## src/hw/rtl/rx256_pkg.sv

```systemverilog
// Shared types and constants for the RGB to xterm-256 palette mapper.
`timescale 1ns / 1ps

package rx256_pkg;

  typedef logic [7:0] comp_t;   // one colour component
  typedef logic [2:0] level_t;  // cube level 0..5
  typedef logic [7:0] pidx_t;   // palette index

  // Upper edge of each cube level's catchment; halfway ties go low.
  localparam comp_t LVL0_TOP = 8'd47;   // between 0x00 and 0x5f
  localparam comp_t LVL1_TOP = 8'd115;  // between 0x5f and 0x87
  localparam comp_t LVL2_TOP = 8'd155;  // between 0x87 and 0xaf
  localparam comp_t LVL3_TOP = 8'd195;  // between 0xaf and 0xd7
  localparam comp_t LVL4_TOP = 8'd235;  // between 0xd7 and 0xff

  localparam pidx_t CUBE_BASE  = 8'd16;
  localparam pidx_t GREY_BASE  = 8'd232;
  localparam pidx_t CUBE_WHITE = 8'd231;
  localparam comp_t GREY_OFS   = 8'h08;
  localparam int    GREY_STEPS = 24;

  // Divide by ten as multiply by 205 and shift by 11, exact below 1029.
  localparam logic [7:0] DIV10_MUL = 8'd205;
  localparam int         DIV10_SHR = 11;

endpackage

```

## src/hw/rtl/rx256_map.sv

```systemverilog
// Combinational colour to palette index mapping: grey ramp or 6x6x6 cube.
`timescale 1ns / 1ps

module rx256_map
  import rx256_pkg::*;
(
  input  comp_t red_i,
  input  comp_t green_i,
  input  comp_t blue_i,
  output pidx_t palette_index_o
);

  function automatic level_t snap_level(input comp_t c);
    level_t lv;
    if (c <= LVL0_TOP)      lv = 3'd0;
    else if (c <= LVL1_TOP) lv = 3'd1;
    else if (c <= LVL2_TOP) lv = 3'd2;
    else if (c <= LVL3_TOP) lv = 3'd3;
    else if (c <= LVL4_TOP) lv = 3'd4;
    else                    lv = 3'd5;
    return lv;
  endfunction

  level_t      lvl_r, lvl_g, lvl_b;
  pidx_t       cube_idx;
  comp_t       grey_ofs;
  logic [15:0] grey_prod;
  logic [4:0]  grey_step;
  pidx_t       grey_idx;
  logic        is_grey;

  assign lvl_r = snap_level(red_i);
  assign lvl_g = snap_level(green_i);
  assign lvl_b = snap_level(blue_i);

  // 36*r + 6*g + b fits in 8 bits for levels up to 5
  assign cube_idx = CUBE_BASE
                  + 8'(({5'd0, lvl_r} << 5) + ({5'd0, lvl_r} << 2))
                  + 8'(({5'd0, lvl_g} << 2) + ({5'd0, lvl_g} << 1))
                  + {5'd0, lvl_b};

  // Values below the grey offset clamp to the first ramp step.
  assign grey_ofs  = (red_i >= GREY_OFS) ? (red_i - GREY_OFS) : '0;
  assign grey_prod = 16'(grey_ofs) * 16'(DIV10_MUL);
  assign grey_step = grey_prod[DIV10_SHR +: 5];

  // The last step wraps onto the cube's white entry.
  assign grey_idx = (grey_step >= 5'(GREY_STEPS)) ? CUBE_WHITE
                                                 : GREY_BASE + {3'd0, grey_step};

  assign is_grey = (red_i == green_i) && (green_i == blue_i);

  assign palette_index_o = is_grey ? grey_idx : cube_idx;

endmodule

```

## src/hw/rtl/rgb_to_xterm256_index.sv

```systemverilog
// Top level of the RGB to xterm-256 palette index mapper.
`timescale 1ns / 1ps
//
// Takes one 24-bit colour per word on the input channel (red_i, green_i,
// blue_i under in_valid_i / in_ready_o) and returns one palette index per
// word on the output channel (palette_index_o under out_valid_o /
// out_ready_i). Grey colours map onto the 24-step grey ramp or onto the
// cube's white entry, all others onto the 6x6x6 colour cube.
// A word accepted passes the input register, then the mapping logic into
// the result register, which drives the output channel. Throughput: one
// word per cycle while the receiver keeps taking words, set by the input
// register and the result register with the mapping logic between them.
// Reset empties both registers; no word appears until one is accepted.
// When the receiver stalls, the result register holds its word and the
// input register still takes one more word; after that in_ready_o drops
// until the output side moves again. No state is kept between words.
//
module rgb_to_xterm256_index
  import rx256_pkg::*;
(
  input  logic  clk_i,
  input  logic  rst_ni,
  input  logic  in_valid_i,
  output logic  in_ready_o,
  input  comp_t red_i,
  input  comp_t green_i,
  input  comp_t blue_i,
  output logic  out_valid_o,
  input  logic  out_ready_i,
  output pidx_t palette_index_o
);

  logic  in_vld_q, in_vld_d;
  comp_t red_q, green_q, blue_q;
  logic  out_vld_q, out_vld_d;
  pidx_t pidx_q;
  pidx_t map_idx;
  logic  out_free;
  logic  in_load;

  // Result register frees up when empty or being drained.
  assign out_free   = !out_vld_q || out_ready_i;
  assign in_ready_o = !in_vld_q || out_free;
  assign in_load    = in_valid_i && in_ready_o;

  assign in_vld_d  = in_load || (in_vld_q && !out_free);
  assign out_vld_d = out_free ? in_vld_q : out_vld_q;

  rx256_map u_map (
    .red_i          (red_q),
    .green_i        (green_q),
    .blue_i         (blue_q),
    .palette_index_o(map_idx)
  );

  always_ff @(posedge clk_i or negedge rst_ni) begin
    if (!rst_ni) begin
      in_vld_q  <= 1'b0;
      out_vld_q <= 1'b0;
    end else begin
      in_vld_q  <= in_vld_d;
      out_vld_q <= out_vld_d;
    end
  end

  always_ff @(posedge clk_i) begin
    if (in_load) begin
      red_q   <= red_i;
      green_q <= green_i;
      blue_q  <= blue_i;
    end
    if (out_free && in_vld_q) begin
      pidx_q <= map_idx;
    end
  end

  assign out_valid_o     = out_vld_q;
  assign palette_index_o = pidx_q;

endmodule

```

## config.mk

```make
export PLATFORM = sky130hd
export DESIGN_NAME = rgb_to_xterm256_index
export DESIGN_NICKNAME = d
export VERILOG_FILES = /design/src/hw/rtl/rx256_pkg.sv /design/src/hw/rtl/rx256_map.sv /design/src/hw/rtl/rgb_to_xterm256_index.sv
export SDC_FILE = /design/constraint.sdc
export NUM_CORES = 1
export LEC_CHECK = 0
export BUFFER_PORTS_ARGS = -buffer_cell sky130_fd_sc_hd__buf_2
export CAP_MARGIN = 20
export CORE_MARGIN = 1
export CORE_UTILIZATION = 55
export CTS_BUF_LIST = sky130_fd_sc_hd__clkbuf_4 sky130_fd_sc_hd__clkbuf_8 sky130_fd_sc_hd__clkbuf_16
export CTS_CLUSTER_SIZE = 24
export DETAILED_ROUTE_END_ITERATION = 7
export GPL_TIMING_DRIVEN = 0
export PLACE_DENSITY = 0.83
export REMOVE_ABC_BUFFERS = 1
export SETUP_SLACK_MARGIN = 0.05
export SKIP_CTS_REPAIR_TIMING = 1
export SYNTH_ARGS = -nofsm -noshare
export SYNTH_HDL_FRONTEND = slang
export SYNTH_HIERARCHICAL = 1
export SYNTH_SLANG_ARGS = --single-unit
```

## constraint.sdc

```tcl
create_clock -name clk_i -period 9.5 [get_ports clk_i]
set_input_delay 1.425 -clock clk_i [delete_from_list [all_inputs] [get_ports clk_i]]
set_output_delay 1.425 -clock clk_i [all_outputs]
set_load 0.02 [all_outputs]
```

=== Word level (Yosys, flattened, before mapping) ===
Cells that the tools add are included.

* Reductions and logical operators: 10
* Eq/ne operators: 2
* Muxes and demuxes: 18
* Order comparisons: 17
* Multiply operators: 1
* $add $sub $neg: 7

{| class="wikitable"
|+ Operators with widths
! cell !! number
|-
| $le 8x8->1 const B || 9
|-
| $mux 3 || 12
|-
| $le 8x6->1 const B || 3
|-
| $le 8x7->1 const B || 3
|-
| $mux 8 || 3
|-
| $eq 8x8->1 || 2
|-
| $mul 8x8->16 const B || 1
|-
| $add 5x8->8 const A || 1
|-
| $add 8x3->8 || 1
|-
| $add 8x5->8 || 1
|-
| $add 8x8->8 || 1
|-
| $ge 8x4->1 const B || 1
|-
| $sub 8x4->8 const B || 1
|-
| $add 6x6->7 const A || 1
|-
| $add 5x4->6 || 1
|-
| $ge 5x5->1 const B || 1
|-
| $logic_and 1x1->1 || 4
|-
| $logic_not 1->1 || 3
|-
| $logic_or 1x1->1 || 3
|-
| $mux 1 || 3
|}

* Word-level logic and storage cells: 61
* Output and inout port bits: 10
* Input bits: 28
* Register bits: 34

=== Depth between registers and ports, before layout ===
* Word-level depth: 11
* Mapped depth: 23
* Mapped depth without buffers: 22

=== Cells and area by module ===
Netlist, hierarchy kept.

{| class="wikitable"
|+ Modules (own cells, without submodules)
! module !! cells each !! area an instance (um2) !! times used
|-
| rx256_map || 280 || 2,177.1 || 1
|-
| rgb_to_xterm256_index || 40 || 1,064.8 || 1
|}

=== Worst setup path after synthesis ===
No wires, ideal clock.

* Path kind: reg2reg
* From: reg red_q[4]
* To: reg pidx_q[1] (netlist: palette_index_o[1]) (data pin)
* Setup slack: 4.373 ns
* Arrival: 4.871 ns
* Data required time: 9.244 ns
* Setup time: 0.256 ns
* Buffers on the path: 0
* Cell stages (with the launch flop): 22
* Path through: edfxtp_1 -> nor3_4 -> mux2i_1 -> inv_1 -> ha_1 -> inv_1 -> fa_1 -> inv_1 -> fa_1 -> inv_1 -> fa_1 -> inv_1 -> ha_1 -> a21oi_1 -> o21ai_1 -> a221oi_1 -> nand2_1 -> xnor2_2 -> ha_1 -> nor2_1 -> o21ai_0 -> o22a_1

* Word-level cells in the longest chain between the ends: 6
* Elaborated cells on any way between the ends: 10
* Those cells by class: add/sub: 2; mul: 1; order compare: 2; eq/ne: 1; mux: 3; reduce/logical: 1

{| class="wikitable"
|+ RTL lines
! element !! RTL line !! RTL
|-
| from (decl) || rgb_to_xterm256_index.sv:34 || <nowiki>comp_t red_q, green_q, blue_q;</nowiki>
|-
| from (signal assigned) || rgb_to_xterm256_index.sv:68 || <nowiki>red_q <= red_i;</nowiki>
|-
| $sub 8x4->8 or $ge 8x4->1 (tied branches) || rx256_map.sv:43 || <nowiki>assign grey_ofs = (red_i >= GREY_OFS) ? (red_i - GREY_OFS) : '0;</nowiki>
|-
| $mux 8 || rx256_map.sv:43 ||
|-
| $mul 8x8->16 || rx256_map.sv:44 || <nowiki>assign grey_prod = 16'(grey_ofs) * 16'(DIV10_MUL);</nowiki>
|-
| $add 6x6->7 or $ge 5x5->1 (tied branches) || rx256_map.sv:49, rx256_map.sv:48 ||
|-
| $mux 8 || rx256_map.sv:48 || <nowiki>assign grey_idx = (grey_step >= 5'(GREY_STEPS)) ? CUBE_WHITE</nowiki>
|-
| $mux 8 (*) || rx256_map.sv:53 || <nowiki>assign palette_index_o = is_grey ? grey_idx : cube_idx;</nowiki>
|-
| named net map_idx[1] || rgb_to_xterm256_index.sv:37 || <nowiki>pidx_t map_idx;</nowiki>
|-
| to (signal assigned) || rgb_to_xterm256_index.sv:73 || <nowiki>pidx_q <= map_idx;</nowiki>
|-
| to (decl) || rgb_to_xterm256_index.sv:36 || <nowiki>pidx_t pidx_q;</nowiki>
|}

Mark *: on every way through the listed nets, which the timed path passes. The rest lies on a longest branch.
A chain may end at the register's enable or synchronous reset.

=== Worst setup path after layout ===
* From: reg red_q[5]
* To: reg pidx_q[1] (netlist: palette_index_o[1]) (data pin)

The elaborated chain is that of the path after synthesis.

==> impl_metrics.csv <==
group,metric,value,unit
yosys,synthSimpleGateAreaFrac,13.97,%
clock_network,htreeDepth,2,
yosys,synth_ff_type,"edfxtp_1",
yosys,yosys.area.top_type_share,29.64,%
clock_network,cts.clk_slew.worst_paths,0.07,ns
detailed_routing,viasPerCell,5.607,
floorplanning,rows,27,
timing,clock_skew,0.009825,ns
yosys,synth_top_family_by_area,"adder cells",
timing,timing.final.crit_share,60.87,%
run_status,outcome,"completed",
layout,design_area,0.003593,mm^2
yosys,synth_fa_ha_area_share,29.72,%
yosys,seq_area_frac_synth,31.18,%
layout,nNetsFinal,451,
critical_path,crit_chain,"nor3_4 > mux2i_1 > inv_1 > ha_1 > inv_1 > fa_1 > inv_1 > fa_1 > inv_1 > fa_1 > inv_1 > ha_1 > a21oi_1 > o21ai_1 > a221oi_1 > nand2_1 > xnor2_2 > ha_1 > nor2_1 > o21ai_0 > o22a_1",
floorplanning,io_pins,38,
yosys,yosysTopAreaCell,"edfxtp_1",
pwr,pwr-share-clk,20.4,%
yosys,synth_compound_area_share,14.16,%
layout,area_growth,10.85,%
yosys,synth-xor-area-share,3.705,%
pwr,p_int,0.0004637,W
clock_network,clock_path_buffers,2,
clock_network,clock-sinks,34,
timing,clock.fmax,172.9,MHz
layout,diodes,0,
yosys,avgSynthCellArea,10.13,um^2
global_routing,grt_overflow,0,
floorplanning,die_w,78.78,um
timing,relSlewSlack,44.52,%
detailed_routing,drt-pass1-iter-count,6,
yosys,async_flop_share,5.882,%
pwr,switching_share,39.60,%
global_routing,antenna_found_initial,0,
floorplanning,start_util,57.81,%
run,drv_cap,0,
yosys,synth_cells,320,
timing,rsz0062_at_grt,"false",
yosys,synth_commonest_cells,"53 x ha_1, 45 x inv_1, 32 x edfxtp_1",
detailed_routing,drt_iter0_drc,92,
clock_network,cts_buffers,5,
pwr,sequentialPowerShare,25.6,%
detailed_routing,vias,2400,
pwr,p_per_area,213.6,mW/mm^2
placed_design,port_buffers,37,
global_routing,grt_first_pass_wirelength,10210,um
critical_path,worstSetupEndpointType,"flop",
critical_path,start_kind,"flop",
hold_path,whs_path_depth,1,
yosys,synth_most_common_cell,"ha_1",
critical_path,cpMostUsedCell,"inv_1",
detailed_routing,antenna_left,0,
critical_path,arrival,5.83,ns
global_routing,track_usage,21.47,%
pwr,leakage,1.725,nW
pwr,peakVddDrop,0.1107,mV
critical_path,critical_path_class,"reg -> reg",
floorplanning,die_h,78.78,um
critical_path,worstPathRequired,9.55,ns
layout,fin_util,64.08,%
critical_path,path_buf_inv,5,
yosys,synthMuxAreaShare,0.3088,%
clock_network,worstSkewPairLatency,0.29,ns
critical_path,cp_top_family,"adder cells",
global_routing,grt_max_degree,25,
pwr,combPwrFrac,54.0,%
detailed_routing,routedWlPerCell,13.99,um
critical_path,crit_path_start,"red_q[5]",
yosys,synth.distinct_cells,54,
critical_path,regToRegStartpoint,"red_q[5]",
clock_network,cts_root_buffer,"clkbuf_8",
clock_network,cts_tree,"done",
detailed_routing,drc,0,
hold_path,min_path_type,"reg -> reg",
critical_path,worstRegToRegCells,21,
critical_path,critPathSlowestCell,"edfxtp_1",
yosys,syn_area,0.003242,mm^2
timing,hold_violations,0,
placed_design,dp_hpwl,4794,um
timing,worst_pin_slew,0.8236,ns
floorplanning,core_area,0.005608,mm^2
critical_path,rrSetupSlack,3.72,ns
yosys,yosys_warnings,6,
timing,setup_viol,0,
critical_path,timing.rr.end,"palette_index_o[1]",
global_routing,grt_pass1_vias,2333,
critical_path,worst-path-max-fanout,12,
timing,fin_tns_setup,0,ns
placed_design,gp_congestion,0.8824,
timing,period_minus_slack,5.783,ns
yosys,ys_ff_latch,34,
placed_design,dpl_cell_area,0.003461,mm^2
yosys,synth-edff-count,32,
layout,drive_gt1_share,16.85,%
detailed_routing,routed_wirelength,5986,um
pwr,p_switching,0.0003040,W
timing,finalMaxSlewViolations,0,
floorplanning,fp.dieArea,0.006206,mm^2
layout,fillers,463,
hold_path,hp-start,"in_vld_q",
critical_path,critPathMaxStageDelay,0.58,ns
yosys,synth_area_leaders,"edfxtp_1 30%, ha_1 20%, fa_1 9.3%",
hold_path,whs_endpoint,"out_valid_o",
## power by group through the flow
stage                     Sequential (W)  Combinational, W  Clock (W)
after floorplan                 0.000207          0.000303          0
after global placement          0.000199          0.000385          0
after detailed placement        0.000200          0.000405          0
after CTS                       0.000197          0.000412   0.000158
after global routing            0.000198          0.000466   0.000164
final                           0.000196          0.000414   0.000157
## logic make-up (layout without fill, tap and decap cells)
| kind of cell | after synthesis | count (layout) |
|---|---|---|
| multiplexers | 1 | 1 |
| buffers and inverters | 54 | 90 |
| AND/OR/NAND/NOR | 84 | 84 |
| AO/OA/AOI/OAI | 67 | 67 |
| XOR/XNOR | 12 | 12 |
| adder cells (fa/ha/maj) | 68 | 68 |
| flip-flops | 34 | 34 |
## layout by cell type, fill, tap and decap left out, types with 2 or more instances in the layout
master and n:
ha_1 53, inv_1 45, buf_2 37, edfxtp_1 32
nand2_1 20, nor2_1 17, a21oi_1 16, o21ai_0 15
fa_1 15, nor3_1 10, and3_1 10, nand3_1 6
xnor2_1 6, clkbuf_8 5, nand2b_1 4, a31oi_1 4
xor2_1 4, a21o_1 4, o22ai_1 4, or2_2 3
a21boi_0 3, nor2b_1 3, and2_1 2, bufinv_16 2
dfrtp_1 2, nand3b_1 2, a21boi_2 2, o21ai_1 2
xnor2_2 2, o2111ai_1 2
## stage by stage
| stage | total power [W] | std cells | worst slack (ns) | hold WS [ns] |
|---|---|---|---|---|
| finish | 0.0007677 | 428 | 3.717 | 0.5582 |
| global route | 0.0008289 | 428 | 3.353 | 0.5931 |
| CTS | 0.0007666 | 428 | 3.777 | 0.5576 |
| detailed placement | 0.0006045 | 420 | 3.853 | 0.5407 |
| global placement | 0.0005842 | 420 | 3.961 | 0.5324 |
| floorplan | 0.0005102 | 311 | 4.332 | 0.5113 |
## area by class of cell
| type | instances | area, um^2 | area share (%) |
|---|---|---|---|
| inverters | 45 | 168.9 | 4.701 |
| clock buffers | 5 | 68.82 | 1.915 |
| clock inverters | 3 | 63.81 | 1.776 |
| multi-input cells | 232 | 2006 | 55.81 |
| repair buffers | 37 | 185.2 | 5.153 |
| well taps | 72 | 90.09 | 2.507 |
| flip-flops and latches | 34 | 1011 | 28.13 |
## how the worst max path moves through the flow
stage                               to  cells past startpoint
global route        palette_index_o[1]                     21
global placement    palette_index_o[1]                     21
detailed placement  palette_index_o[1]                     21
CTS                 palette_index_o[1]                     21
finish              palette_index_o[1]                     21
floorplan           palette_index_o[1]                     21
## flip-flops by register name, indices dropped and copies added (netlist names)
register,flops
blue_q,8
out_valid_o,1
green_q,8
in_vld_q,1
red_q,8
palette_index_o,8
## metal layers
metal / part of all wire [%] / global-route usage (%) / wire length, um / up-vias
met5: 0 / 0 / 0 / -
met2: 51 / 39.83 / 3053 / 53
met4: 1.4 / 7.222 / 84 / 0
met1: 44 / 24.85 / 2628 / 1133
met3: 3.7 / 3.563 / 219 / 10
li1: - / - / - / 1204
Note: power is estimated with default switching activity, not from simulation.
